[src/fbf_pkg.sv]
// package: shared types and constants of the flow controlled byte fifo
package fbf_pkg;

  localparam int unsigned DEPTH_DEF     = 1024;
  localparam int unsigned MAX_BURST_DEF = 64;

  localparam int unsigned CAP_W  = 11;
  localparam int unsigned CNT_W  = 7;
  localparam int unsigned TOT_W  = 48;
  localparam int unsigned BYTE_W = 8;
  localparam int unsigned OP_W   = 2;

  localparam logic [CAP_W-1:0] CAP_RESET = 11'd1024;
  localparam int unsigned      CAP_MAX   = 2047;

  typedef enum logic [OP_W-1:0] {
    OP_WRITE = 2'd0,
    OP_READ  = 2'd1,
    OP_PEEK  = 2'd2,
    OP_END   = 2'd3
  } op_e;

  typedef enum logic {
    ST_IDLE,
    ST_BURST
  } state_e;

  typedef struct packed {
    logic [BYTE_W-1:0] out_byte;
    logic              byte_valid;
    logic              accepted;
    logic              last;
    logic [CAP_W-1:0]  occupancy;
    logic [CAP_W-1:0]  space_left;
    logic [TOT_W-1:0]  total_written;
    logic [TOT_W-1:0]  total_read;
    logic              ended;
    logic              at_eof;
  } res_t;

endpackage

[src/fbf_outq.sv]
// two-entry result queue in front of the output channel
module fbf_outq (
  input  logic          clk_i,
  input  logic          rst_ni,
  input  logic          push_i,
  input  fbf_pkg::res_t push_res_i,
  input  logic          pop_i,
  output logic          valid_o,
  output fbf_pkg::res_t res_o,
  output logic [1:0]    cnt_o
);

  fbf_pkg::res_t slot_q [2];
  logic       wr_ptr_q, wr_ptr_d;
  logic       rd_ptr_q, rd_ptr_d;
  logic [1:0] cnt_q, cnt_d;

  always_comb begin
    wr_ptr_d = push_i ? ~wr_ptr_q : wr_ptr_q;
    rd_ptr_d = pop_i ? ~rd_ptr_q : rd_ptr_q;
    cnt_d    = cnt_q + 2'(push_i) - 2'(pop_i);
  end

  always_ff @(posedge clk_i or negedge rst_ni) begin
    if (!rst_ni) begin
      wr_ptr_q <= 1'b0;
      rd_ptr_q <= 1'b0;
      cnt_q    <= 2'd0;
    end else begin
      wr_ptr_q <= wr_ptr_d;
      rd_ptr_q <= rd_ptr_d;
      cnt_q    <= cnt_d;
    end
  end

  always_ff @(posedge clk_i) begin
    if (push_i) begin
      slot_q[wr_ptr_q] <= push_res_i;
    end
  end

  assign valid_o = (cnt_q != 2'd0);
  assign res_o   = slot_q[rd_ptr_q];
  assign cnt_o   = cnt_q;

endmodule

[config.mk]
export PLATFORM = sky130hd
export DESIGN_NAME = fbf_outq
export DESIGN_NICKNAME = d
export VERILOG_FILES = /design/src/fbf_pkg.sv /design/src/fbf_outq.sv
export SDC_FILE = /design/constraint.sdc
export NUM_CORES = 1
export LEC_CHECK = 0
export ABC_AREA = 1
export ABC_CLOCK_PERIOD_IN_PS = 6110
export BUFFER_PORTS_ARGS = -buffer_cell sky130_fd_sc_hd__buf_2
export CELL_PAD_IN_SITES_DETAIL_PLACEMENT = 0
export CELL_PAD_IN_SITES_GLOBAL_PLACEMENT = 1
export CORE_MARGIN = 2
export CORE_UTILIZATION = 38
export CTS_CLUSTER_DIAMETER = 200
export DETAILED_ROUTE_END_ITERATION = 6
export GPL_TIMING_DRIVEN = 0
export PLACE_DENSITY = 0.82
export SKIP_LAST_GASP = 1
export SLEW_MARGIN = 10
export SYNTH_ARGS = -nofsm -noshare
export SYNTH_HDL_FRONTEND = slang
export SYNTH_SLANG_ARGS = --single-unit
export TNS_END_PERCENT = 5
[constraint.sdc]
create_clock -name clk_i -period 6.11 [get_ports clk_i]
set_input_delay 0.611 -clock clk_i [delete_from_list [all_inputs] [get_ports clk_i]]
set_output_delay 0.611 -clock clk_i [all_outputs]
set_load 0.03 [all_outputs]
==> results of run 1 <==
## layout by cell type, fill, tap and decap left out
cell / instances
buf_16: 3
edfxtp_1: 262
dfrtp_1: 4
dlygate4sd3_1: 1
clkbuf_1: 13
o21ai_1: 4
buf_6: 8
bufinv_16: 5
nand2_1: 138
clkinv_1: 3
xor2_1: 2
inv_6: 2
buf_12: 11
buf_2: 268
diode_2: 3
clkbuf_16: 29
nor2_4: 1
clkinv_2: 7
inv_1: 137
ha_1: 2
o21ai_2: 42
buf_4: 3
nand3_1: 1
o21ai_0: 85
buf_8: 1
## per-layer routing
metal,GRT usage [%],wire length [µm],up-vias
met1,18.16,8752,2878
met3,4.396,1670,46
met2,25.82,10670,212
met4,5.180,619,2
met5,0,13,-
li1,-,-,3019
## path summary, 6_finish.rpt
check / cells past startpoint / end
worst max-delay path: 4 / res_o[23]
worst min-delay path: 1 / slot_q[0][2]$_DFFE_PP_
worst max register to register: 4 / slot_q[0][54]$_DFFE_PP_
worst min register to register: 1 / wr_ptr_q$_DFFE_PN0P_
max in group asynchronous: 2 / rd_ptr_q$_DFFE_PN0P_
min in group asynchronous: 2 / wr_ptr_q$_DFFE_PN0P_
## worst reg2reg max path: cells and delay by family (launching register included)
| family | cells | cell delay (ps) |
|---|---|---|
| buffers and inverters | 3 | 710 |
| DFF | 1 | 430 |
| and+or+nand+nor | 1 | 720 |
## timing repair
item / 4_1_cts / 5_1_grt
hold endpoints to repair: 4 / 0
endpoints found under the setup margin: 0 / 0
hold buffers: 1 / 0
## layout make-up
class / count / area (µm²) / area share, %
Antenna cell: 3 / 7.507 / 0.05744
Clock buffer: 33 / 740.7 / 5.668
Multi-Input combinational cell: 275 / 1390 / 10.64
Sequential cell: 266 / 7968 / 60.97
Timing Repair Buffer: 275 / 1494 / 11.43
Tap cell: 335 / 419.2 / 3.207
Clock inverter: 16 / 205.2 / 1.570
Buffer: 29 / 321.6 / 2.461
Inverter: 138 / 523.0 / 4.002
## power by group
part	total (mW)	internal, mW	switching, mW
clock network	1.73	1.07	0.656
registers	2.50	2.42	0.0784
logic	2.78	0.792	1.99
total	7.00	4.28	2.72
## through the flow
step,cells,worst slack (ps),TNS [ps],cell area (µm²)
2_1_floorplan,708,1637,0,10190
3_3_place_gp,1311,-545.8,-69860,11950
3_5_place_dp,1317,3548,0,12110
4_1_cts,1367,3415,0,13060
5_1_grt,1369,3359,0,13070
6_report,1370,3562,0,13070
## flip-flops by register name, summed over array words and instances (netlist names)
signal / count
rd_ptr_q: 1
cnt_o: 2
wr_ptr_q: 1
slot_q: 262
## cell families (layout without fill, tap and decap cells)
family                   Yosys count  after routing  synth area share, %
AO/OA/AOI/OAI                    131            131                7.981
XOR/XNOR                           2              2               0.1719
adder cells (fa/ha/maj)            2              2               0.2455
buffers and inverters            167            491                8.239
flip-flops                       266            266                78.19
other                              0              3                    0
AND/OR/NAND/NOR                  140            140                5.169
==> run metrics, run 1 <==
status=finished clean; Initial Utilization=38.88%; Arr. time, crit path=1940 ps; WP buf/inv=3; post-CTS resize count=0; Clock transition at path regs=60 ps; synthesized area per cell=14.39 µm²; Crit path max-delay family=buffers and inverters; Synth cell types=16; HPWL after DPL=14950 µm; EDFF count, synth=262; initial antenna violation count=4; IO Pins=269; CP Cell Sequence=buf_6 > clkbuf_1 > o21ai_0 > buf_2; Hold/Removal Path Class=in -> reg; DIE AREA=28140 µm²; Clock Skew=8.208 ps; vias in the first global route=6128; post-synth top area share=77.21%; Layout area overhead=28.25%; CTS max path bufs=3; final hold slack=269.8 ps; Slew @ Worst Pin=889.6 ps; Core ar.=26210 µm²; port bufs=268; Syn Inst Count=708; largest area contributor in the netlist=edfxtp_1; async set-reset flop share out of synthesis=1.504%; GRT Overall Usage=15.04%; NumNets Final=1150; routed wire length=21720 µm; Main synth FF type=edfxtp_1; maximum vdd drop=0.2706 mV; fmax=392.4 MHz; largest net degree at the start of global routing=74; final max-slew violation count=0; most frequent cell after synthesis=edfxtp_1; worst-skew pair later-pin latency=530 ps; ratio of cells with drive above 1 in the final layout=36.82%; clk sink count=266; Netlist Area Pre-Place=10190 µm²; Die X-Extent=167.8 µm; FP Rows=59; fin crit share=41.71%; RSZ-0062 raised after global routing=no; CTS Buf Count=28; FF-to-FF Start=wr_ptr_q$_DFFE_PN0P_; worst stage delay on the critical path=410 ps; CTS tree=yes; routed vias/inst=4.494; DRT Pass-1 Iters=4; PD cells=536.0 nW/µm²; endpoints failing setup=0; crit start category=register; Post-DRT Antenna Nets=0; Hold Fails Final Rpt=0; CTS H-tree depth=1; #FFs+latches synth=266; first-pass GRT wire length=32890 µm; total nets after synthesis=845; WS Path Type=reg -> out; R2R setup slack=3950 ps; Post-CTS Setup Inserts=0; Total Power=7.005 mW; CP required=5500 ps; total of max-cap violations=0; wire per inst=15.85 µm; fillers=2252; commonest cells in the synthesized netlist=edfxtp_1 (262), inv_1 (138), nand2_1 (138), o21ai_0 (85), o21ai_2 (42); worst-path fanout max=10; critical path capture point type=output pin; HP Start=push_res_i[2]; DR vias=6157; DRT iter0 DRCs=347; Remaining DRCs=0; final period demand of the worst path=2548 ps; fin util=49.87%; Max transition margin=40.55%; Synthesis Warnings=0; clk root buf=clkbuf_16; Die Y=167.8 µm; GRT overflow=0; largest cells by area after synthesis=edfxtp_1 (77%), inv_1 (5.1%), nand2_1 (5.1%); register area share after synthesis=78.19%; Critical-path top delay cell=clkbuf_1; crit path launch=rd_ptr_q$_DFFE_PN0P_; GPL Wtd Cong=0.7364; Pleak=5.578 nW
Note: power is estimated with default switching activity, not from simulation.
==> run 2, diff against run 1 <==
--- a/config.mk
+++ b/config.mk
@@ -6,7 +6,7 @@
 export NUM_CORES = 1
 export LEC_CHECK = 0
 export ABC_AREA = 1
-export ABC_CLOCK_PERIOD_IN_PS = 6110
+export ABC_CLOCK_PERIOD_IN_PS = 2100
 export BUFFER_PORTS_ARGS = -buffer_cell sky130_fd_sc_hd__buf_2
 export CELL_PAD_IN_SITES_DETAIL_PLACEMENT = 0
 export CELL_PAD_IN_SITES_GLOBAL_PLACEMENT = 1
==> constraint.sdc (replaced) <==
create_clock -name clk_i -period 2.1 [get_ports clk_i]
set_input_delay 0.21 -clock clk_i [delete_from_list [all_inputs] [get_ports clk_i]]
set_output_delay 0.21 -clock clk_i [all_outputs]
set_load 0.03 [all_outputs]
==> run metrics, run 2 (synthesized netlist as in run 1, its figures left out) <==
status=finished clean; IO Pins=269; DIE AREA=28140 µm²; worst-skew pair later-pin latency=540 ps; final max-slew violation count=0; Post-DRT Antenna Nets=0; WS Path Type=reg -> out; Clock transition at path regs=60 ps; routed wire length=23540 µm; port bufs=268; critical path capture point type=output pin; DRT Pass-1 Iters=7; RSZ-0062 raised after global routing=yes; initial antenna violation count=1; CTS tree=yes; worst-path fanout max=11; Remaining DRCs=0; CP required=1890 ps; FF-to-FF Start=wr_ptr_q$_DFFE_PN0P_; ratio of cells with drive above 1 in the final layout=33.59%; NumNets Final=1286; commonest cells after routing, fill and taps aside=edfxtp_1 (262), buf_2 (249), inv_1 (137), nand2_1 (137), dlygate4sd3_1 (135); CTS max path bufs=3; fillers=2086; largest net degree at the start of global routing=37; Die X-Extent=167.8 µm; wire per inst=15.63 µm; fmax=490.2 MHz; internal power=12.75 mW; Pleak=6.184 nW; Largest Register=slot_q; pre-CTS setup slack=118.2 ps; HP Start=push_res_i[52]; routed vias/inst=4.509; final hold slack=389.2 ps; GRT Overall Usage=16.25%; HPWL after DPL=14900 µm; Sequential Power Share=34.9%; DRT iter0 DRCs=334; GRT overflow=0; sw frac=38.92%; final period demand of the worst path=2040 ps; first-pass GRT wire length=35980 µm; total of max-cap violations=0; Slew @ Worst Pin=902.1 ps; Clock Power Share=23.9%; crit path launch=rd_ptr_q$_DFFE_PN0P_; maximum vdd drop=0.9790 mV; Layout area overhead=42.46%; Hold Fails Final Rpt=0; max reg flops=262; vias in the first global route=6927; GPL Wtd Cong=0.7369; FP Rows=59; CTS Buf Count=27; Total Power=20.87 mW; Die Y=167.8 µm; endpoints failing setup=0; most common cell after layout, fill and taps aside=edfxtp_1; cell depth of the worst flop-to-flop path=3; clk sink count=266; Clock Skew=22.32 ps; DR vias=6791; setup_tns=0 ps; Arr. time, crit path=1830 ps; clk root buf=clkbuf_16; Hold/Removal Path Class=in -> reg; crit start category=register; Combinational Power Share=41.2%; fin worst setup slack=59.95 ps; PD cells=1438 nW/µm²; CTS H-tree depth=1; fin crit share=97.15%; Core ar.=26210 µm²; Hold Crit Depth=2; Max transition margin=39.72%; NetSw=8.121 mW; Initial Utilization=38.88%
run 2: path summary, 6_finish.rpt:
path                                            to  slack, ps
max in group asynchronous     rd_ptr_q$_DFFE_PN0P_       1340
min in group asynchronous       cnt_o[1]$_DFF_PN0_        580
max reg2reg                slot_q[0][46]$_DFFE_PP_        160
min reg2reg                   wr_ptr_q$_DFFE_PN0P_        560
min                        slot_q[0][52]$_DFFE_PP_        390
max                                     res_o[100]         60
run 2: per-layer routing:
metal | GRT usage (%) | routed length, µm | up-vias
met1 | 18.83 | 9148 | 3231
met2 | 29.75 | 12090 | 226
met4 | 5.066 | 748 | 0
li1 | - | - | 3288
met3 | 3.805 | 1552 | 46
met5 | 0 | 0 | -
run 2: final cells by class:
type                            instances  area [µm²]  share of cell area, %
Clock inverter                         15       209.0                  1.439
Sequential cell                       266        7968                  54.89
Buffer                                 29       340.3                  2.344
Clock buffer                           35       715.7                  4.930
Multi-Input combinational cell        275        1393                  9.593
Timing Repair Buffer                  412        2948                  20.31
Antenna cell                            1       2.502                0.01724
Tap cell                              335       419.2                  2.887
Inverter                              138       521.8                  3.594
run 2: repair_timing:
item / in CTS / in global routing
hold buffers: 135 / 0
hold endpoints to repair: 269 / 0
buffers inserted: 0 / 0
gates resized for setup: 3 / 40
endpoints found under the setup margin: 43 / 122
cloned: 0 / 1
run 2: through the flow:
| step | cell area [µm²] | std cells | util [%] |
|---|---|---|---|
| 3_5_place_dp | 12150 | 1319 | 46.35 |
| 6_report | 14520 | 1506 | 55.39 |
| 3_3_place_gp | 11960 | 1311 | 45.65 |
| 2_1_floorplan | 10200 | 708 | - |
| 4_1_cts | 14430 | 1504 | 55.04 |
| 5_1_grt | 14520 | 1506 | 55.39 |
run 2: worst max-delay path: stages (launching register included):
cell and delay, ps:
dfrtp_1 400, buf_12 180, buf_12 170, buf_4 200, nand2_1 80, o21ai_2 60
buf_2 210
run 2: power by group through the flow:
stage | sequential [mW] | combinational [mW] | clock (mW)
final | 7.28 | 8.60 | 4.99
after global routing | 7.35 | 9.21 | 5.27
after CTS | 7.27 | 8.51 | 5.10
after detailed placement | 7.38 | 8.27 | 0
after global placement | 7.48 | 7.98 | 0
after floorplan | 7.44 | 5.51 | 0
==> run 3, diff against run 2 <==
--- a/config.mk
+++ b/config.mk
@@ -15,7 +15,7 @@
 export CTS_CLUSTER_DIAMETER = 200
 export DETAILED_ROUTE_END_ITERATION = 6
 export GPL_TIMING_DRIVEN = 0
-export PLACE_DENSITY = 0.82
+export PLACE_DENSITY_LB_ADDON = 0.1
 export SKIP_LAST_GASP = 1
 export SLEW_MARGIN = 10
 export SYNTH_ARGS = -nofsm -noshare
==> run metrics, run 3 (synthesized netlist as in run 1, its figures left out) <==
critical path capture point type=output pin; fin crit share=97.07%; Arr. time, crit path=1830 ps; placed cell area=12140 µm²; Hold/Removal Path Class=in -> reg; WS Path Type=reg -> out; routed wire length=23050 µm; worst-path fanout max=11; Die X-Extent=167.8 µm; CP required=1890 ps; fmax=490.6 MHz; Hold Fails Final Rpt=0; ratio of cells with drive above 1 in the final layout=33.62%; first-pass GRT wire length=35750 µm; Core ar.=26210 µm²; DIE AREA=28140 µm²; endpoints failing setup=0; final period demand of the worst path=2038 ps; DR vias=6569; CTS tree=yes; Post-Layout Cell Count=1512; fillers=2223; Layout area overhead=42.40%; crit start category=register; final hold slack=394.1 ps; Final Cell Area=14510 µm²; Largest Register=slot_q; worst-skew pair later-pin latency=530 ps; Critical-path top delay cell=dfrtp_1; NumNets Final=1290; Initial Utilization=38.88%; Max transition margin=63.88%; port bufs=268; CP dominant cell by count=buf_12; CP Cell Sequence=buf_12 > buf_12 > buf_4 > nand2_1 > o21ai_2 > clkbuf_4; CTS H-tree depth=1; Die Y=167.8 µm; status=finished clean; Remaining DRCs=0; FP Rows=59; largest net degree at the start of global routing=35; CTS max path bufs=3; total of max-cap violations=0; vias in the first global route=6714; fin util=55.37%; DRT iter0 DRCs=333; HPWL after DPL=15270 µm; commonest cells after routing, fill and taps aside=edfxtp_1 (262), buf_2 (254), inv_1 (137), nand2_1 (137), dlygate4sd3_1 (135); Slew @ Worst Pin=540.6 ps; max reg flops=262; routed vias/inst=4.345; DRT Pass-1 Iters=4; Clock Skew=7.821 ps; most common cell after layout, fill and taps aside=edfxtp_1; maximum vdd drop=0.7465 mV; CTS Buf Count=30; Pleak=6.192 nW; Post-DRT Antenna Nets=0; PD cells=1425 nW/µm²; placed insts=1320; IO Pins=269; setup_tns=0 ps; wire per inst=15.24 µm; initial antenna violation count=2; Post-CTS Setup Inserts=0; clk sink count=266; GRT overflow=0; Clock transition at path regs=60 ps; GRT Overall Usage=16.17%; worst stage delay on the critical path=390 ps; final max-slew violation count=0; GPL Wtd Cong=0.7171; RSZ-0062 raised after global routing=yes; clk root buf=clkbuf_16
==> run 3: area by class of cell <==
class                      instances  area, µm²  area share (%)
antenna                            2      5.005         0.03449
buffer                            29      340.3           2.345
clock buffer                      36      794.5           5.476
clock inverter                    18      136.4          0.9399
inverter                         138      521.8           3.596
multi-input combinational        275       1393           9.597
sequential                       266       7968           54.91
tap                              335      419.2           2.889
timing repair buffer             413       2933           20.21
==> run 3: final timing paths <==
check / from / to / slack, ps / cells past startpoint
setup / recovery: rd_ptr_q$_DFFE_PN0P_ / res_o[115] / 60 / 6
setup reg to reg: wr_ptr_q$_DFFE_PN0P_ / slot_q[1][42]$_DFFE_PP_ / 70 / 5
min in group asynchronous: rst_ni / cnt_o[0]$_DFF_PN0_ / 560 / 3
hold reg to reg: wr_ptr_q$_DFFE_PN0P_ / wr_ptr_q$_DFFE_PN0P_ / 560 / 1
max in group asynchronous: rst_ni / rd_ptr_q$_DFFE_PN0P_ / 1360 / 3
hold / removal: push_res_i[52] / slot_q[0][52]$_DFFE_PP_ / 390 / 2
==> run 3: stage by stage <==
stage | setup WS (ps) | total power [mW]
floorplan | -720.7 | 12.95
global placement | -2108 | 15.58
detailed placement | 70.63 | 15.69
CTS | -61.64 | 20.82
global route | -49.66 | 21.79
finish | 61.57 | 20.67
==> run 3: layer usage <==
| metal | GRT usage (%) | share of wire [%] | wire length, µm |
|---|---|---|---|
| met5 | 0 | 0 | 0 |
| met4 | 4.499 | 2.2 | 506 |
| met3 | 4.940 | 7.6 | 1763 |
| met2 | 27.15 | 48 | 11140 |
| met1 | 20.35 | 42 | 9641 |
==> run 3: where the power goes <==
part	switching, mW	internal, mW	leakage [nW]
Clock	1.95	2.91	0.463
Sequential	0.218	7.03	2.51
Combinational	5.90	2.66	3.22
==> run 3: critical path: cells and delay by family (launching register included) <==
family,cells,cell delay (ps)
AO/OA/AOI/OAI,1,70
buffers and inverters,4,740
flip-flops,1,390
AND/OR/NAND/NOR,1,80
==> run 3: repair_timing <==
action                                  in CTS  in global routing
gates cloned                                 0                  1
hold buffers                               135                  0
endpoints found under the hold margin      269                  0
endpoints found under the setup margin      57                150
gates resized for setup                      4                 30
