[src/fbf_pkg.sv]
// package: shared types and constants of the flow controlled byte fifo
package fbf_pkg;

  localparam int unsigned DEPTH_DEF     = 1024;
  localparam int unsigned MAX_BURST_DEF = 64;

  localparam int unsigned CAP_W  = 11;
  localparam int unsigned CNT_W  = 7;
  localparam int unsigned TOT_W  = 48;
  localparam int unsigned BYTE_W = 8;
  localparam int unsigned OP_W   = 2;

  localparam logic [CAP_W-1:0] CAP_RESET = 11'd1024;
  localparam int unsigned      CAP_MAX   = 2047;

  typedef enum logic [OP_W-1:0] {
    OP_WRITE = 2'd0,
    OP_READ  = 2'd1,
    OP_PEEK  = 2'd2,
    OP_END   = 2'd3
  } op_e;

  typedef enum logic {
    ST_IDLE,
    ST_BURST
  } state_e;

  typedef struct packed {
    logic [BYTE_W-1:0] out_byte;
    logic              byte_valid;
    logic              accepted;
    logic              last;
    logic [CAP_W-1:0]  occupancy;
    logic [CAP_W-1:0]  space_left;
    logic [TOT_W-1:0]  total_written;
    logic [TOT_W-1:0]  total_read;
    logic              ended;
    logic              at_eof;
  } res_t;

endpackage

[src/fbf_ctrl.sv]
// sequencer: fifo state, transaction decode and per-byte read issue
module fbf_ctrl #(
  parameter int unsigned DEPTH     = fbf_pkg::DEPTH_DEF,
  parameter int unsigned MAX_BURST = fbf_pkg::MAX_BURST_DEF,
  parameter int unsigned AW        = $clog2(fbf_pkg::DEPTH_DEF)
) (
  input  logic                        clk_i,
  input  logic                        rst_ni,
  input  logic                        cfg_we_i,
  input  logic [fbf_pkg::CAP_W-1:0]   cfg_capacity_i,
  input  logic                        in_valid_i,
  output logic                        in_ready_o,
  input  logic [fbf_pkg::OP_W-1:0]    op_i,
  input  logic [fbf_pkg::BYTE_W-1:0]  data_byte_i,
  input  logic [fbf_pkg::CNT_W-1:0]   count_i,
  input  logic                        issue_ok_i,
  output logic                        iss_valid_o,
  output fbf_pkg::res_t               iss_res_o,
  output logic                        mem_we_o,
  output logic [AW-1:0]               mem_waddr_o,
  output logic [fbf_pkg::BYTE_W-1:0]  mem_wdata_o,
  output logic                        mem_re_o,
  output logic [AW-1:0]               mem_raddr_o
);

  localparam int unsigned DEPTH_SAT = (DEPTH > fbf_pkg::CAP_MAX) ? fbf_pkg::CAP_MAX : DEPTH;
  localparam logic [fbf_pkg::CAP_W-1:0] EFF_MAX = fbf_pkg::CAP_W'(DEPTH_SAT);
  localparam logic [fbf_pkg::CNT_W-1:0] BURST_MAX = fbf_pkg::CNT_W'(MAX_BURST);

  fbf_pkg::state_e state_q, state_d;

  logic [AW-1:0]               head_q, head_d;
  logic [AW-1:0]               tail_q, tail_d;
  logic [AW-1:0]               ptr_q, ptr_d;
  logic [fbf_pkg::CAP_W-1:0]   fill_q, fill_d;
  logic [fbf_pkg::CAP_W-1:0]   cap_q, cap_d;
  logic [fbf_pkg::TOT_W-1:0]   wtot_q, wtot_d;
  logic [fbf_pkg::TOT_W-1:0]   rtot_q, rtot_d;
  logic                        done_q, done_d;
  logic                        peek_q, peek_d;
  logic [fbf_pkg::CNT_W-1:0]   rem_q, rem_d;

  fbf_pkg::op_e                op;
  logic                        in_acc;
  logic [fbf_pkg::CAP_W-1:0]   eff_cap;
  logic [fbf_pkg::CNT_W-1:0]   cnt_clamp;
  logic [fbf_pkg::CAP_W-1:0]   cnt_fill;
  logic [fbf_pkg::CNT_W-1:0]   burst_len;
  logic                        is_fetch;
  logic                        acc;
  logic                        bvalid;
  logic                        last;

  function automatic logic [AW-1:0] ptr_inc(input logic [AW-1:0] p);
    return (p == AW'(DEPTH - 1)) ? '0 : p + AW'(1);
  endfunction

  assign op         = fbf_pkg::op_e'(op_i);
  assign in_ready_o = (state_q == fbf_pkg::ST_IDLE) && issue_ok_i;
  assign in_acc     = in_valid_i && in_ready_o;
  assign eff_cap    = (cap_q > EFF_MAX) ? EFF_MAX : cap_q;
  assign cnt_clamp  = (count_i > BURST_MAX) ? BURST_MAX : count_i;
  assign cnt_fill   = (fbf_pkg::CAP_W'(cnt_clamp) > fill_q) ? fill_q
                                                            : fbf_pkg::CAP_W'(cnt_clamp);
  assign burst_len  = cnt_fill[fbf_pkg::CNT_W-1:0];
  assign is_fetch   = (op == fbf_pkg::OP_READ) || (op == fbf_pkg::OP_PEEK);
  assign cap_d      = cfg_we_i ? cfg_capacity_i : cap_q;

  // next state
  always_comb begin
    state_d = state_q;
    unique case (state_q)
      fbf_pkg::ST_IDLE: begin
        if (in_acc && is_fetch && (burst_len != '0)) begin
          state_d = fbf_pkg::ST_BURST;
        end
      end
      fbf_pkg::ST_BURST: begin
        if (issue_ok_i && (rem_q == fbf_pkg::CNT_W'(1))) begin
          state_d = fbf_pkg::ST_IDLE;
        end
      end
      default: state_d = fbf_pkg::ST_IDLE;
    endcase
  end

  // datapath and outputs
  always_comb begin
    head_d      = head_q;
    tail_d      = tail_q;
    ptr_d       = ptr_q;
    fill_d      = fill_q;
    wtot_d      = wtot_q;
    rtot_d      = rtot_q;
    done_d      = done_q;
    peek_d      = peek_q;
    rem_d       = rem_q;
    iss_valid_o = 1'b0;
    mem_we_o    = 1'b0;
    mem_re_o    = 1'b0;
    acc         = 1'b0;
    bvalid      = 1'b0;
    last        = 1'b1;
    unique case (state_q)
      fbf_pkg::ST_IDLE: begin
        if (in_acc) begin
          unique case (op)
            fbf_pkg::OP_WRITE: begin
              iss_valid_o = 1'b1;
              if (fill_q < eff_cap) begin
                mem_we_o = 1'b1;
                tail_d   = ptr_inc(tail_q);
                fill_d   = fill_q + fbf_pkg::CAP_W'(1);
                wtot_d   = wtot_q + fbf_pkg::TOT_W'(1);
                acc      = 1'b1;
              end
            end
            fbf_pkg::OP_END: begin
              iss_valid_o = 1'b1;
              done_d      = 1'b1;
            end
            fbf_pkg::OP_READ, fbf_pkg::OP_PEEK: begin
              if (burst_len == '0) begin
                iss_valid_o = 1'b1;
              end else begin
                rem_d  = burst_len;
                ptr_d  = head_q;
                peek_d = (op == fbf_pkg::OP_PEEK);
              end
            end
            default: iss_valid_o = 1'b0;
          endcase
        end
      end
      fbf_pkg::ST_BURST: begin
        if (issue_ok_i) begin
          iss_valid_o = 1'b1;
          mem_re_o    = 1'b1;
          bvalid      = 1'b1;
          last        = (rem_q == fbf_pkg::CNT_W'(1));
          ptr_d       = ptr_inc(ptr_q);
          rem_d       = rem_q - fbf_pkg::CNT_W'(1);
          if (!peek_q) begin
            head_d = ptr_inc(ptr_q);
            fill_d = fill_q - fbf_pkg::CAP_W'(1);
            rtot_d = rtot_q + fbf_pkg::TOT_W'(1);
          end
        end
      end
      default: iss_valid_o = 1'b0;
    endcase
  end

  // status after this transaction's update
  always_comb begin
    iss_res_o               = '0;
    iss_res_o.byte_valid    = bvalid;
    iss_res_o.accepted      = acc;
    iss_res_o.last          = last;
    iss_res_o.occupancy     = fill_d;
    iss_res_o.space_left    = (fill_d < eff_cap) ? eff_cap - fill_d : '0;
    iss_res_o.total_written = wtot_d;
    iss_res_o.total_read    = rtot_d;
    iss_res_o.ended         = done_d;
    iss_res_o.at_eof        = done_d && (fill_d == '0);
  end

  assign mem_waddr_o = tail_q;
  assign mem_wdata_o = data_byte_i;
  assign mem_raddr_o = ptr_q;

  always_ff @(posedge clk_i or negedge rst_ni) begin
    if (!rst_ni) begin
      state_q <= fbf_pkg::ST_IDLE;
      head_q  <= '0;
      tail_q  <= '0;
      ptr_q   <= '0;
      fill_q  <= '0;
      cap_q   <= fbf_pkg::CAP_RESET;
      wtot_q  <= '0;
      rtot_q  <= '0;
      done_q  <= 1'b0;
      peek_q  <= 1'b0;
      rem_q   <= '0;
    end else begin
      state_q <= state_d;
      head_q  <= head_d;
      tail_q  <= tail_d;
      ptr_q   <= ptr_d;
      fill_q  <= fill_d;
      cap_q   <= cap_d;
      wtot_q  <= wtot_d;
      rtot_q  <= rtot_d;
      done_q  <= done_d;
      peek_q  <= peek_d;
      rem_q   <= rem_d;
    end
  end

  a_burst_rem_nonzero: assert property (@(posedge clk_i) disable iff (!rst_ni)
    (state_q == fbf_pkg::ST_BURST) |-> (rem_q != '0))
    else $error("burst with no bytes left");

  a_burst_within_fill: assert property (@(posedge clk_i) disable iff (!rst_ni)
    (state_q == fbf_pkg::ST_BURST) |-> (fbf_pkg::CAP_W'(rem_q) <= fill_q))
    else $error("burst longer than buffered bytes");

  a_issue_has_room: assert property (@(posedge clk_i) disable iff (!rst_ni)
    iss_valid_o |-> issue_ok_i)
    else $error("result issued without room");

  a_burst_ends: assert property (@(posedge clk_i) disable iff (!rst_ni)
    ((state_q == fbf_pkg::ST_BURST) && issue_ok_i && (rem_q == fbf_pkg::CNT_W'(1)))
      |=> (state_q == fbf_pkg::ST_IDLE))
    else $error("burst did not end after last byte");

  a_fill_bounded: assert property (@(posedge clk_i) disable iff (!rst_ni)
    (32'(fill_q) <= DEPTH))
    else $error("fill level above depth");

endmodule
[config.mk]
export PLATFORM = sky130hd
export DESIGN_NAME = fbf_ctrl
export DESIGN_NICKNAME = d
export VERILOG_FILES = /design/src/fbf_pkg.sv /design/src/fbf_ctrl.sv
export SDC_FILE = /design/constraint.sdc
export NUM_CORES = 1
export LEC_CHECK = 0
export ABC_AREA = 1
export BUFFER_PORTS_ARGS = -buffer_cell sky130_fd_sc_hd__buf_2
export CAP_MARGIN = 10
export CORE_MARGIN = 4
export CORE_UTILIZATION = 50
export CTS_CLUSTER_SIZE = 16
export DETAILED_ROUTE_END_ITERATION = 12
export PLACE_DENSITY = 0.7
export SYNTH_ARGS = -nofsm -noshare
export SYNTH_HDL_FRONTEND = slang
export SYNTH_SLANG_ARGS = --single-unit
[constraint.sdc]
create_clock -name clk_i -period 6.7 [get_ports clk_i]
set_input_delay 0.67 -clock clk_i [delete_from_list [all_inputs] [get_ports clk_i]]
set_output_delay 0.67 -clock clk_i [all_outputs]
set_load 0.01 [all_outputs]
==> flow_metrics.env, run 1 <==
export IMPL_max_freq_mhz=166
export IMPL_setup_violations=0
export IMPL_cp_slowest_stage_delay_ps=430
export IMPL_finalCriticalPeriod_ps=6030
export IMPL_std_cell_rows=51
export IMPL_final_layout_size_suffix_gt1_share_pct=19.3
export IMPL_cap_violations=0
export IMPL_r2r_start="cap_q[1]$_DFFE_PN0P_"
export IMPL_viasPerCell=5.19
export IMPL_port_buffers=171
export IMPL_muxShareOfSynthArea_pct=0
export IMPL_clkTransAtPathRegs_ps=70
export IMPL_antenna_found_initial=3
export IMPL_hpwl_mm=19.3
export IMPL_cellPowerDensity_nw_per_um2=326
export IMPL_cp_slowest_cell="nand2_1"
export IMPL_syn_to_final_growth_pct=16.3
export IMPL_vias=8765
export IMPL_cts_root_buf="clkbuf_16"
export IMPL_min_path_type="in2async"
export IMPL_path_class="reg2out"
export IMPL_syn_area_um2=9960
export IMPL_drtPass1Iterations=8
export IMPL_core_area_um2=19500
export IMPL_grt_pass1_vias=8425
export IMPL_finalHoldViolCount=0
export IMPL_synth_simple_area_share_pct=29.4
export IMPL_wl_per_cell_um=15.1
export IMPL_drc=0
export IMPL_htreeDepth=4
export IMPL_first_iter_violations=525
export IMPL_final_min_period_over_clock_period_pct=90.0
export IMPL_ios=196
export IMPL_die_h_um=149
export IMPL_rsz0062_at_grt="false"
export IMPL_cpMostUsedCell="nand2_1"
export IMPL_required_ps=6030
export IMPL_cts_sinks=158
export IMPL_grt_max_degree=95
export IMPL_regToRegSetupSlack_ps=2880
export IMPL_cts_tree="built"
export IMPL_final_cell_mix="nand2_1 (240), inv_1 (202), buf_2 (170), dfrtp_1 (157), nor2_1 (108)"
export IMPL_ys_flop_type="dfrtp_1"
export IMPL_synth_distinct_cells=59
export IMPL_antenna_left=0
export IMPL_peakVddDrop_mv=0.191
export IMPL_design_die_area_um2=22200
export IMPL_skew_ps=13.1
export IMPL_status="finished, final reports clean"
export IMPL_yosys_warnings=0
export IMPL_cp_end_kind="primary output"
export IMPL_cp_arrival_ps=5360
export IMPL_layout_commonest_cell="nand2_1"
export IMPL_syn_area_per_cell_um2=7.98
export IMPL_place_congestion=0.924
export IMPL_fin_setup_tns_ps=0
export IMPL_grt_overflow=0
export IMPL_synthAdderAreaFrac_pct=4.85
export IMPL_synth_compound_area_share_pct=5.60
export IMPL_clock_path_buffers=2
export IMPL_initial_core_util_pct=51.0
export IMPL_r2r_end="wtot_q[27]$_DFF_PN0_"
export IMPL_slew_viol_final=0
export IMPL_grt_pass1_wl_mm=42.3
export IMPL_synth_seq_area_share_pct=39.7
export IMPL_grt_usage_pct=23.5
export IMPL_die_w_um=149
export IMPL_ctsResizeCount=0
export IMPL_ctsHoldBuffers=0
export IMPL_cp_start_kind="flop"
export IMPL_power_mw=3.78
export IMPL_numCtsBuffers=17
export IMPL_ys_seq_elements=158
export IMPL_crit_fanout=20
export IMPL_tightest_slew_ps=894
export IMPL_synth_edf_count=0
export IMPL_syn_inst=1249
export IMPL_drt_wl_total_mm=25.5
export IMPL_cts_setup_buffers=0
export IMPL_p_leak_nw=6.28
export IMPL_nNetsFinal=1479
export IMPL_synth_xor_area_share_pct=9.93
export IMPL_relSlewSlack_pct=40.4
export IMPL_async_reset_ff_share_pct=100
export IMPL_clk_latency_ps=430
export IMPL_synth_top_family_by_area="simple AND/OR/NAND/NOR gates"
export IMPL_reg2reg_depth=25
area by class of cell:
| type | count | area, um2 |
|---|---|---|
| Multi-Input combinational cell | 848 | 4990 |
| Timing Repair Buffer | 175 | 892 |
| Clock buffer | 17 | 425 |
| Fill cell | 1814 | 7940 |
| Inverter | 208 | 785 |
| Clock inverter | 14 | 195 |
| Sequential cell | 158 | 3960 |
| Antenna cell | 3 | 7.51 |
| Tap cell | 265 | 332 |
logic make-up (layout without fill, tap and decap cells):
logic type,count (synthesis),in the layout
buffers and inverters,250,414
flip-flops,158,158
AO/OA/AOI/OAI,95,95
AND/OR/NAND/NOR,594,594
adder cells (fa/ha/maj),38,38
XOR/XNOR,113,113
other,1,11
critical path: cells and delay by family (launching register included):
kind	cells	cell delay (ps)
simple gates	17	2340
buf+inv	7	960
fa+ha+maj	2	630
compound gates	2	400
flops	1	360
xor+xnor	1	210
sequential cells by signal (all words and copies together), names as in the netlist, 7 cells and up:
| register | flops |
|---|---|
| rtot_q | 48 |
| wtot_q | 48 |
| cap_q | 11 |
| fill_q | 11 |
| head_q | 10 |
| mem_raddr_o | 10 |
| mem_waddr_o | 10 |
| rem_q | 7 |
report_power, final:
part           switching, mW  total, mW  internal [mW]
logic                  0.974       1.50          0.527
clock network          0.433       1.03          0.601
registers              0.144       1.24           1.10
Yosys cell counts, types with 4 or more instances:
master	count	share of area [%]
a21oi_1	22	1.1
nor3_1	33	1.7
inv_1	203	7.6
nand2_1	240	9.0
nand2_2	8	0.50
nor4_1	20	1.3
o22ai_1	12	0.75
dfrtp_1	157	39
nor2_1	108	4.1
buf_4	20	1.5
xor2_1	79	6.9
clkbuf_1	12	0.45
nor3_2	4	0.40
buf_2	4	0.20
ha_1	37	4.6
nor2_4	12	1.4
nand4_1	52	3.3
nand3_2	4	0.40
o21ai_1	4	0.20
xnor2_1	34	3.0
nand2_4	5	0.57
o21ai_0	38	1.9
nor2_2	15	0.94
nand3_1	68	3.4
how the worst max path moves through the flow:
| stage | start | to | slack (ps) | depth (start not counted) |
|---|---|---|---|---|
| 2_1_floorplan | cap_q[1]$_DFFE_PN0P_ | iss_res_o[108] | 2260 | 31 |
| 3_3_place_gp | cap_q[1]$_DFFE_PN0P_ | iss_res_o[105] | 1320 | 28 |
| 3_5_place_dp | cap_q[1]$_DFFE_PN0P_ | iss_res_o[105] | 1140 | 28 |
| 4_1_cts | cap_q[1]$_DFFE_PN0P_ | iss_res_o[105] | 620 | 28 |
| 5_1_grt | cap_q[1]$_DFFE_PN0P_ | iss_res_o[105] | 80 | 29 |
| 6_report | cap_q[1]$_DFFE_PN0P_ | iss_res_o[105] | 670 | 29 |
per-layer routing:
metal / wire (um) / vias up / track usage (%) / part of all wire (%)
met2: 12000 / 285 / 38.2 / 47
met1: 11500 / 4137 / 31.9 / 45
met3: 1660 / 35 / 4.25 / 6.5
met5: 13 / - / 0 / 0.051
met4: 420 / 2 / 7.60 / 1.6
li1: - / 4306 / - / -
metrics by stage:
| step | setup WS, ps | cells | cell area [um2] | hold WS, ps | utilization, % |
|---|---|---|---|---|---|
| after floorplan | 2260 | 1256 | 9990 | 374 | - |
| after global placement | 1320 | 1654 | 11000 | 455 | 56.1 |
| after detailed placement | 1140 | 1654 | 11000 | 466 | 56.1 |
| after CTS | 622 | 1685 | 11600 | 379 | 59.3 |
| after global routing | 80.7 | 1687 | 11600 | 413 | 59.3 |
| final | 670 | 1688 | 11600 | 341 | 59.3 |
No activity file was read; power rests on OpenSTA's default activity.
==> run 2: changes to the inputs <==
GPL_TIMING_DRIVEN = 0   (was not set)
PLACE_DENSITY = 0.77   (was 0.7)
==> flow_metrics.env, run 2 (same netlist as run 1, synthesis figures left out) <==
export IMPL_status="finished, final reports clean"
export IMPL_grt_pass1_vias=8530
export IMPL_tightest_slew_ps=677
export IMPL_grt_usage_pct=23.2
export IMPL_final_min_period_over_clock_period_pct=84.8
export IMPL_grt_pass1_wl_mm=41.9
export IMPL_clock_path_buffers=2
export IMPL_slew_viol_final=0
export IMPL_ctsResizeCount=0
export IMPL_syn_to_final_growth_pct=18.9
export IMPL_reg_top3="rtot_q (48), wtot_q (48)"
export IMPL_wl_per_cell_um=14.8
export IMPL_core_area_um2=19500
export IMPL_final_layout_size_suffix_gt1_share_pct=20.8
export IMPL_cp_arrival_ps=5010
export IMPL_drtPass1Iterations=5
export IMPL_crit_fanout=10
export IMPL_vias=8968
export IMPL_antenna_left=0
export IMPL_finalHoldViolCount=0
export IMPL_clkTransAtPathRegs_ps=60
export IMPL_min_path_type="in2async"
export IMPL_p_leak_nw=6.44
export IMPL_cts_root_buf="clkbuf_16"
export IMPL_grt_max_degree=94
export IMPL_htreeDepth=4
export IMPL_met1_usage_pct=31.3
export IMPL_fin_setup_tns_ps=0
export IMPL_antenna_found_initial=4
export IMPL_ios=196
export IMPL_cap_violations=0
export IMPL_drc=0
export IMPL_die_w_um=149
export IMPL_die_h_um=149
export IMPL_peakVddDrop_mv=0.211
export IMPL_numCtsBuffers=17
export IMPL_finalCriticalPeriod_ps=5680
export IMPL_initial_core_util_pct=51.0
export IMPL_grt_busiest_layer="met2"
export IMPL_cp_start_kind="flop"
export IMPL_skew_ps=10.8
export IMPL_port_buffers=179
export IMPL_cp_slowest_stage_delay_ps=420
export IMPL_cpMostUsedCell="nand2_1"
export IMPL_placed_area_um2=11300
export IMPL_postLayoutCoreUtil_pct=60.6
export IMPL_ctsHoldBuffers=0
export IMPL_required_ps=6030
export IMPL_nNetsFinal=1526
export IMPL_first_iter_violations=593
export IMPL_path_class="reg2out"
export IMPL_drt_wl_total_mm=25.7
export IMPL_rsz0062_at_grt="false"
export IMPL_viasPerCell=5.16
export IMPL_grtUsageMet3_pct=3.74
export IMPL_std_cell_rows=51
export IMPL_cp_end_kind="primary output"
export IMPL_place_congestion=0.929
export IMPL_max_freq_mhz=176
export IMPL_cts_setup_buffers=0
export IMPL_final_cell_mix="nand2_1 (240), inv_1 (203), buf_2 (182), dfrtp_1 (157), nor2_1 (108)"
export IMPL_grt_overflow=0
export IMPL_hpwl_mm=20.1
export IMPL_cp_slowest_cell="xor2_1"
export IMPL_final_area_um2=11800
export IMPL_relSlewSlack_pct=54.8
export IMPL_clk_latency_ps=420
export IMPL_met2_usage_pct=37.9
export IMPL_layout_commonest_cell="nand2_1"
export IMPL_cts_tree="built"
export IMPL_setup_violations=0
export IMPL_cts_sinks=158
export IMPL_design_die_area_um2=22200
export IMPL_cellPowerDensity_nw_per_um2=315
[run 2: metrics by stage]
step                hold slack, ps  setup WS [ps]  total power [mW]  cells
finish                         191           1020              3.72   1737
CTS                            205           1020              3.75   1732
detailed placement             479           1500              2.78   1701
global placement               467           1590              2.73   1700
global route                   214            511              4.00   1737
floorplan                      374           2260              2.31   1256
[run 2: where the power goes]
part | internal, mW | switching, mW
sequential | 1.10 | 0.141
combinational | 0.550 | 0.984
clock | 0.524 | 0.427
total | 2.17 | 1.55
[run 2: area by class of cell]
class                      count  area [um2]
buffer                        42         260
clock buffer                  17         425
antenna                        5        12.5
timing repair buffer         180         933
sequential                   158        3960
clock inverter                14         149
inverter                     208         781
tap                          265         332
fill                        1781        7680
multi-input combinational    848        4990
[run 2: critical path, delay by kind of cell (launching register included)]
family | cells | cell delay, ps
simple gates | 18 | 1950
xor+xnor | 1 | 420
compound gates | 2 | 210
flops | 1 | 360
fa+ha+maj | 2 | 620
buf+inv | 9 | 1020
[run 2: worst paths after layout]
path                                      start                    end  slack, ps  cells past startpoint
min in group clk_i                     cfg_we_i  cap_q[10]$_DFFE_PN1P_        440                      2
hold / removal                           rst_ni   wtot_q[24]$_DFF_PN0_        190                      1
max in group asynchronous                rst_ni   rtot_q[47]$_DFF_PN0_       5690                      2
setup reg to reg           cap_q[1]$_DFFE_PN0P_   wtot_q[38]$_DFF_PN0_       3000                     24
hold reg to reg            wtot_q[47]$_DFF_PN0_   wtot_q[47]$_DFF_PN0_        490                      1
setup / recovery           cap_q[1]$_DFFE_PN0P_         iss_res_o[108]       1020                     32
[run 2: metal layers]
layer	wire length, um	part of all wire [%]	up-vias
li1	-	-	4411
met1	11100	43	4187
met2	12400	48	314
met3	1480	5.8	56
met4	814	3.2	0
met5	0	0	-
==> run 3: changes to the inputs <==
PLACE_DENSITY = 0.8   (was 0.77)
clock period = 4.6 ns   (was 6.7 ns; I/O delays follow)
==> flow_metrics.env, run 3 (same netlist as run 1, synthesis figures left out) <==
export IMPL_status="complete, but fails checks"
export IMPL_violations="hold timing, setup timing"
export IMPL_drt_wl_total_mm=28.9
export IMPL_clkTransAtPathRegs_ps=70
export IMPL_htreeDepth=4
export IMPL_antenna_left=0
export IMPL_grtUsageMet3_pct=4.83
export IMPL_setup_violations=15
export IMPL_cp_arrival_ps=4430
export IMPL_viasPerCell=5.36
export IMPL_peakVddDrop_mv=0.356
export IMPL_slew_viol_final=0
export IMPL_grt_max_degree=84
export IMPL_finalWorstSetupSlack_ps=-294
export IMPL_timing_hold_ws_ps=-19.3
export IMPL_cts_tree="built"
export IMPL_syn_to_final_growth_pct=29.2
export IMPL_die_h_um=149
export IMPL_drc=0
export IMPL_final_layout_size_suffix_gt1_share_pct=29.2
export IMPL_r2r_end="wtot_q[38]$_DFF_PN0_"
export IMPL_r2r_start="cap_q[0]$_DFFE_PN0P_"
export IMPL_grt_pass1_vias=9190
export IMPL_cap_violations=0
export IMPL_relSlewSlack_pct=55.4
export IMPL_fin_cells=1794
export IMPL_design_die_area_um2=22200
export IMPL_clk_latency_ps=440
export IMPL_place_congestion=0.953
export IMPL_initial_core_util_pct=51.0
export IMPL_numCtsBuffers=17
export IMPL_min_path_type="in2async"
export IMPL_drtPass1Iterations=5
export IMPL_clock_path_buffers=2
export IMPL_rsz0062_at_grt="true"
export IMPL_met2_usage_pct=42.0
export IMPL_tightest_slew_ps=669
export IMPL_finalHoldViolCount=9
export IMPL_layout_commonest_cell="nand2_1"
export IMPL_grt_busiest_layer="met2"
export IMPL_final_min_period_over_clock_period_pct=106
export IMPL_grt_overflow=0
export IMPL_ios=196
export IMPL_cp_end_kind="primary output"
export IMPL_cp_slowest_stage_delay_ps=370
export IMPL_path_class="reg2out"
export IMPL_antenna_found_initial=2
export IMPL_crit_start="cap_q[0]$_DFFE_PN0P_"
export IMPL_required_ps=4140
export IMPL_numPlacedInstances=1701
export IMPL_reg2reg_depth=26
export IMPL_cp_start_kind="flop"
export IMPL_regToRegSetupSlack_ps=830
export IMPL_cts_sinks=158
export IMPL_grt_pass1_wl_mm=44.7
export IMPL_place_ws_ps=-364
export IMPL_final_cell_mix="nand2_1 (227), inv_1 (184), buf_2 (176), dfrtp_1 (157), nor2_1 (97)"
export IMPL_skew_ps=14.6
export IMPL_max_freq_mhz=204
export IMPL_critPathCapture="iss_res_o[108]"
export IMPL_first_iter_violations=694
export IMPL_finalCriticalPeriod_ps=4890
export IMPL_grt_usage_pct=24.9
export IMPL_p_leak_nw=6.84
export IMPL_fill_cells=1570
export IMPL_ctsHoldBuffers=0
export IMPL_cp_slowest_cell="dfrtp_1"
export IMPL_cts_root_buf="clkbuf_16"
export IMPL_cp_num_cells=32
export IMPL_std_cell_rows=51
export IMPL_port_buffers=179
export IMPL_die_w_um=149
export IMPL_critical_path_top_delay_family="simple AND/OR/NAND/NOR gates"
export IMPL_path_buf_inv=9
export IMPL_vias=9616
export IMPL_core_area_um2=19500
export IMPL_crit_fanout=8
export IMPL_fin_setup_tns_ps=-3180
export IMPL_reg_top3="rtot_q (48), wtot_q (48)"
export IMPL_cellPowerDensity_nw_per_um2=474
export IMPL_hpwl_mm=20.2
export IMPL_nNetsFinal=1585
export IMPL_wl_per_cell_um=16.1
export IMPL_met1_usage_pct=31.4
export IMPL_power_mw=6.10
==> run 3: changes by cell type in the layout (fill, tap and decap cells not counted), sizes merged <==
cell / delta
clkbuf: +2
clkinv: -2
inv: -1
clkinvlp: +2
diode: -3
buf: +59
==> run 3: repair_timing <==
item	4_1_cts	5_1_grt
pin swaps	22	41
buffers inserted	31	27
endpoints found under the setup margin	12	25
gates resized for setup	63	64
hold endpoints to repair	0	0
cloned	1	0
==> run 3: layout make-up <==
class                      count  area, um2  share of cell area (%)
sequential                   158       3960                    30.7
inverter                     208        795                    6.17
clock buffer                  19        453                    3.52
clock inverter                13        143                    1.11
multi-input combinational    848       5500                    42.7
buffer                        42        269                    2.09
antenna                        2       5.00                  0.0389
tap                          265        332                    2.58
timing repair buffer         239       1430                    11.1
==> run 3: per-stage QoR <==
stage                     utilization [%]  cell area [um2]
after global routing                 65.9            12900
final                                65.9            12900
after CTS                            63.4            12400
after floorplan                         -             9990
after detailed placement             57.6            11300
after global placement               57.4            11200
==> run 3: worst min path at each step <==
stage,to,cells after the start,start
floorplan,cap_q[0]$_DFFE_PN0P_,0,rst_ni
global placement,done_q$_DFF_PN0_,1,done_q$_DFF_PN0_
detailed placement,wtot_q[45]$_DFF_PN0_,1,wtot_q[45]$_DFF_PN0_
CTS,wtot_q[7]$_DFF_PN0_,1,rst_ni
global route,wtot_q[7]$_DFF_PN0_,1,rst_ni
finish,wtot_q[7]$_DFF_PN0_,1,rst_ni
==> run 3: worst reg2reg max path: stages, from the launching register on <==
cell and delay, ps:
dfrtp_1 370, inv_2 80, nand2_1 60, nor4_1 230, nand2_1 100, nand2_2 130
inv_8 80, nor2_4 110, inv_2 50, ha_1 260, nand2_1 100, inv_2 50
nand2_2 70, nand2_2 70, a21oi_4 170, nand3_4 110, buf_12 160, buf_4 130
buf_8 120, nor2_8 120, nand3_4 100, nor3_4 240, nand4_4 150, nor2_4 180
nand3_4 110, nor2_4 140, xor2_2 190
==> run 3: power by group <==
group          leakage (nW)  total [mW]  switching (mW)  internal, mW
logic                  4.52        2.81            1.70          1.10
registers              2.03        1.84           0.237          1.60
clock network         0.289        1.46           0.660         0.798
==> run 3: layer usage <==
metal	vias to the layer above	wire (um)
li1	4518	-
met1	4575	11500
met2	420	14400
met3	103	1870
met4	0	1140
met5	-	0
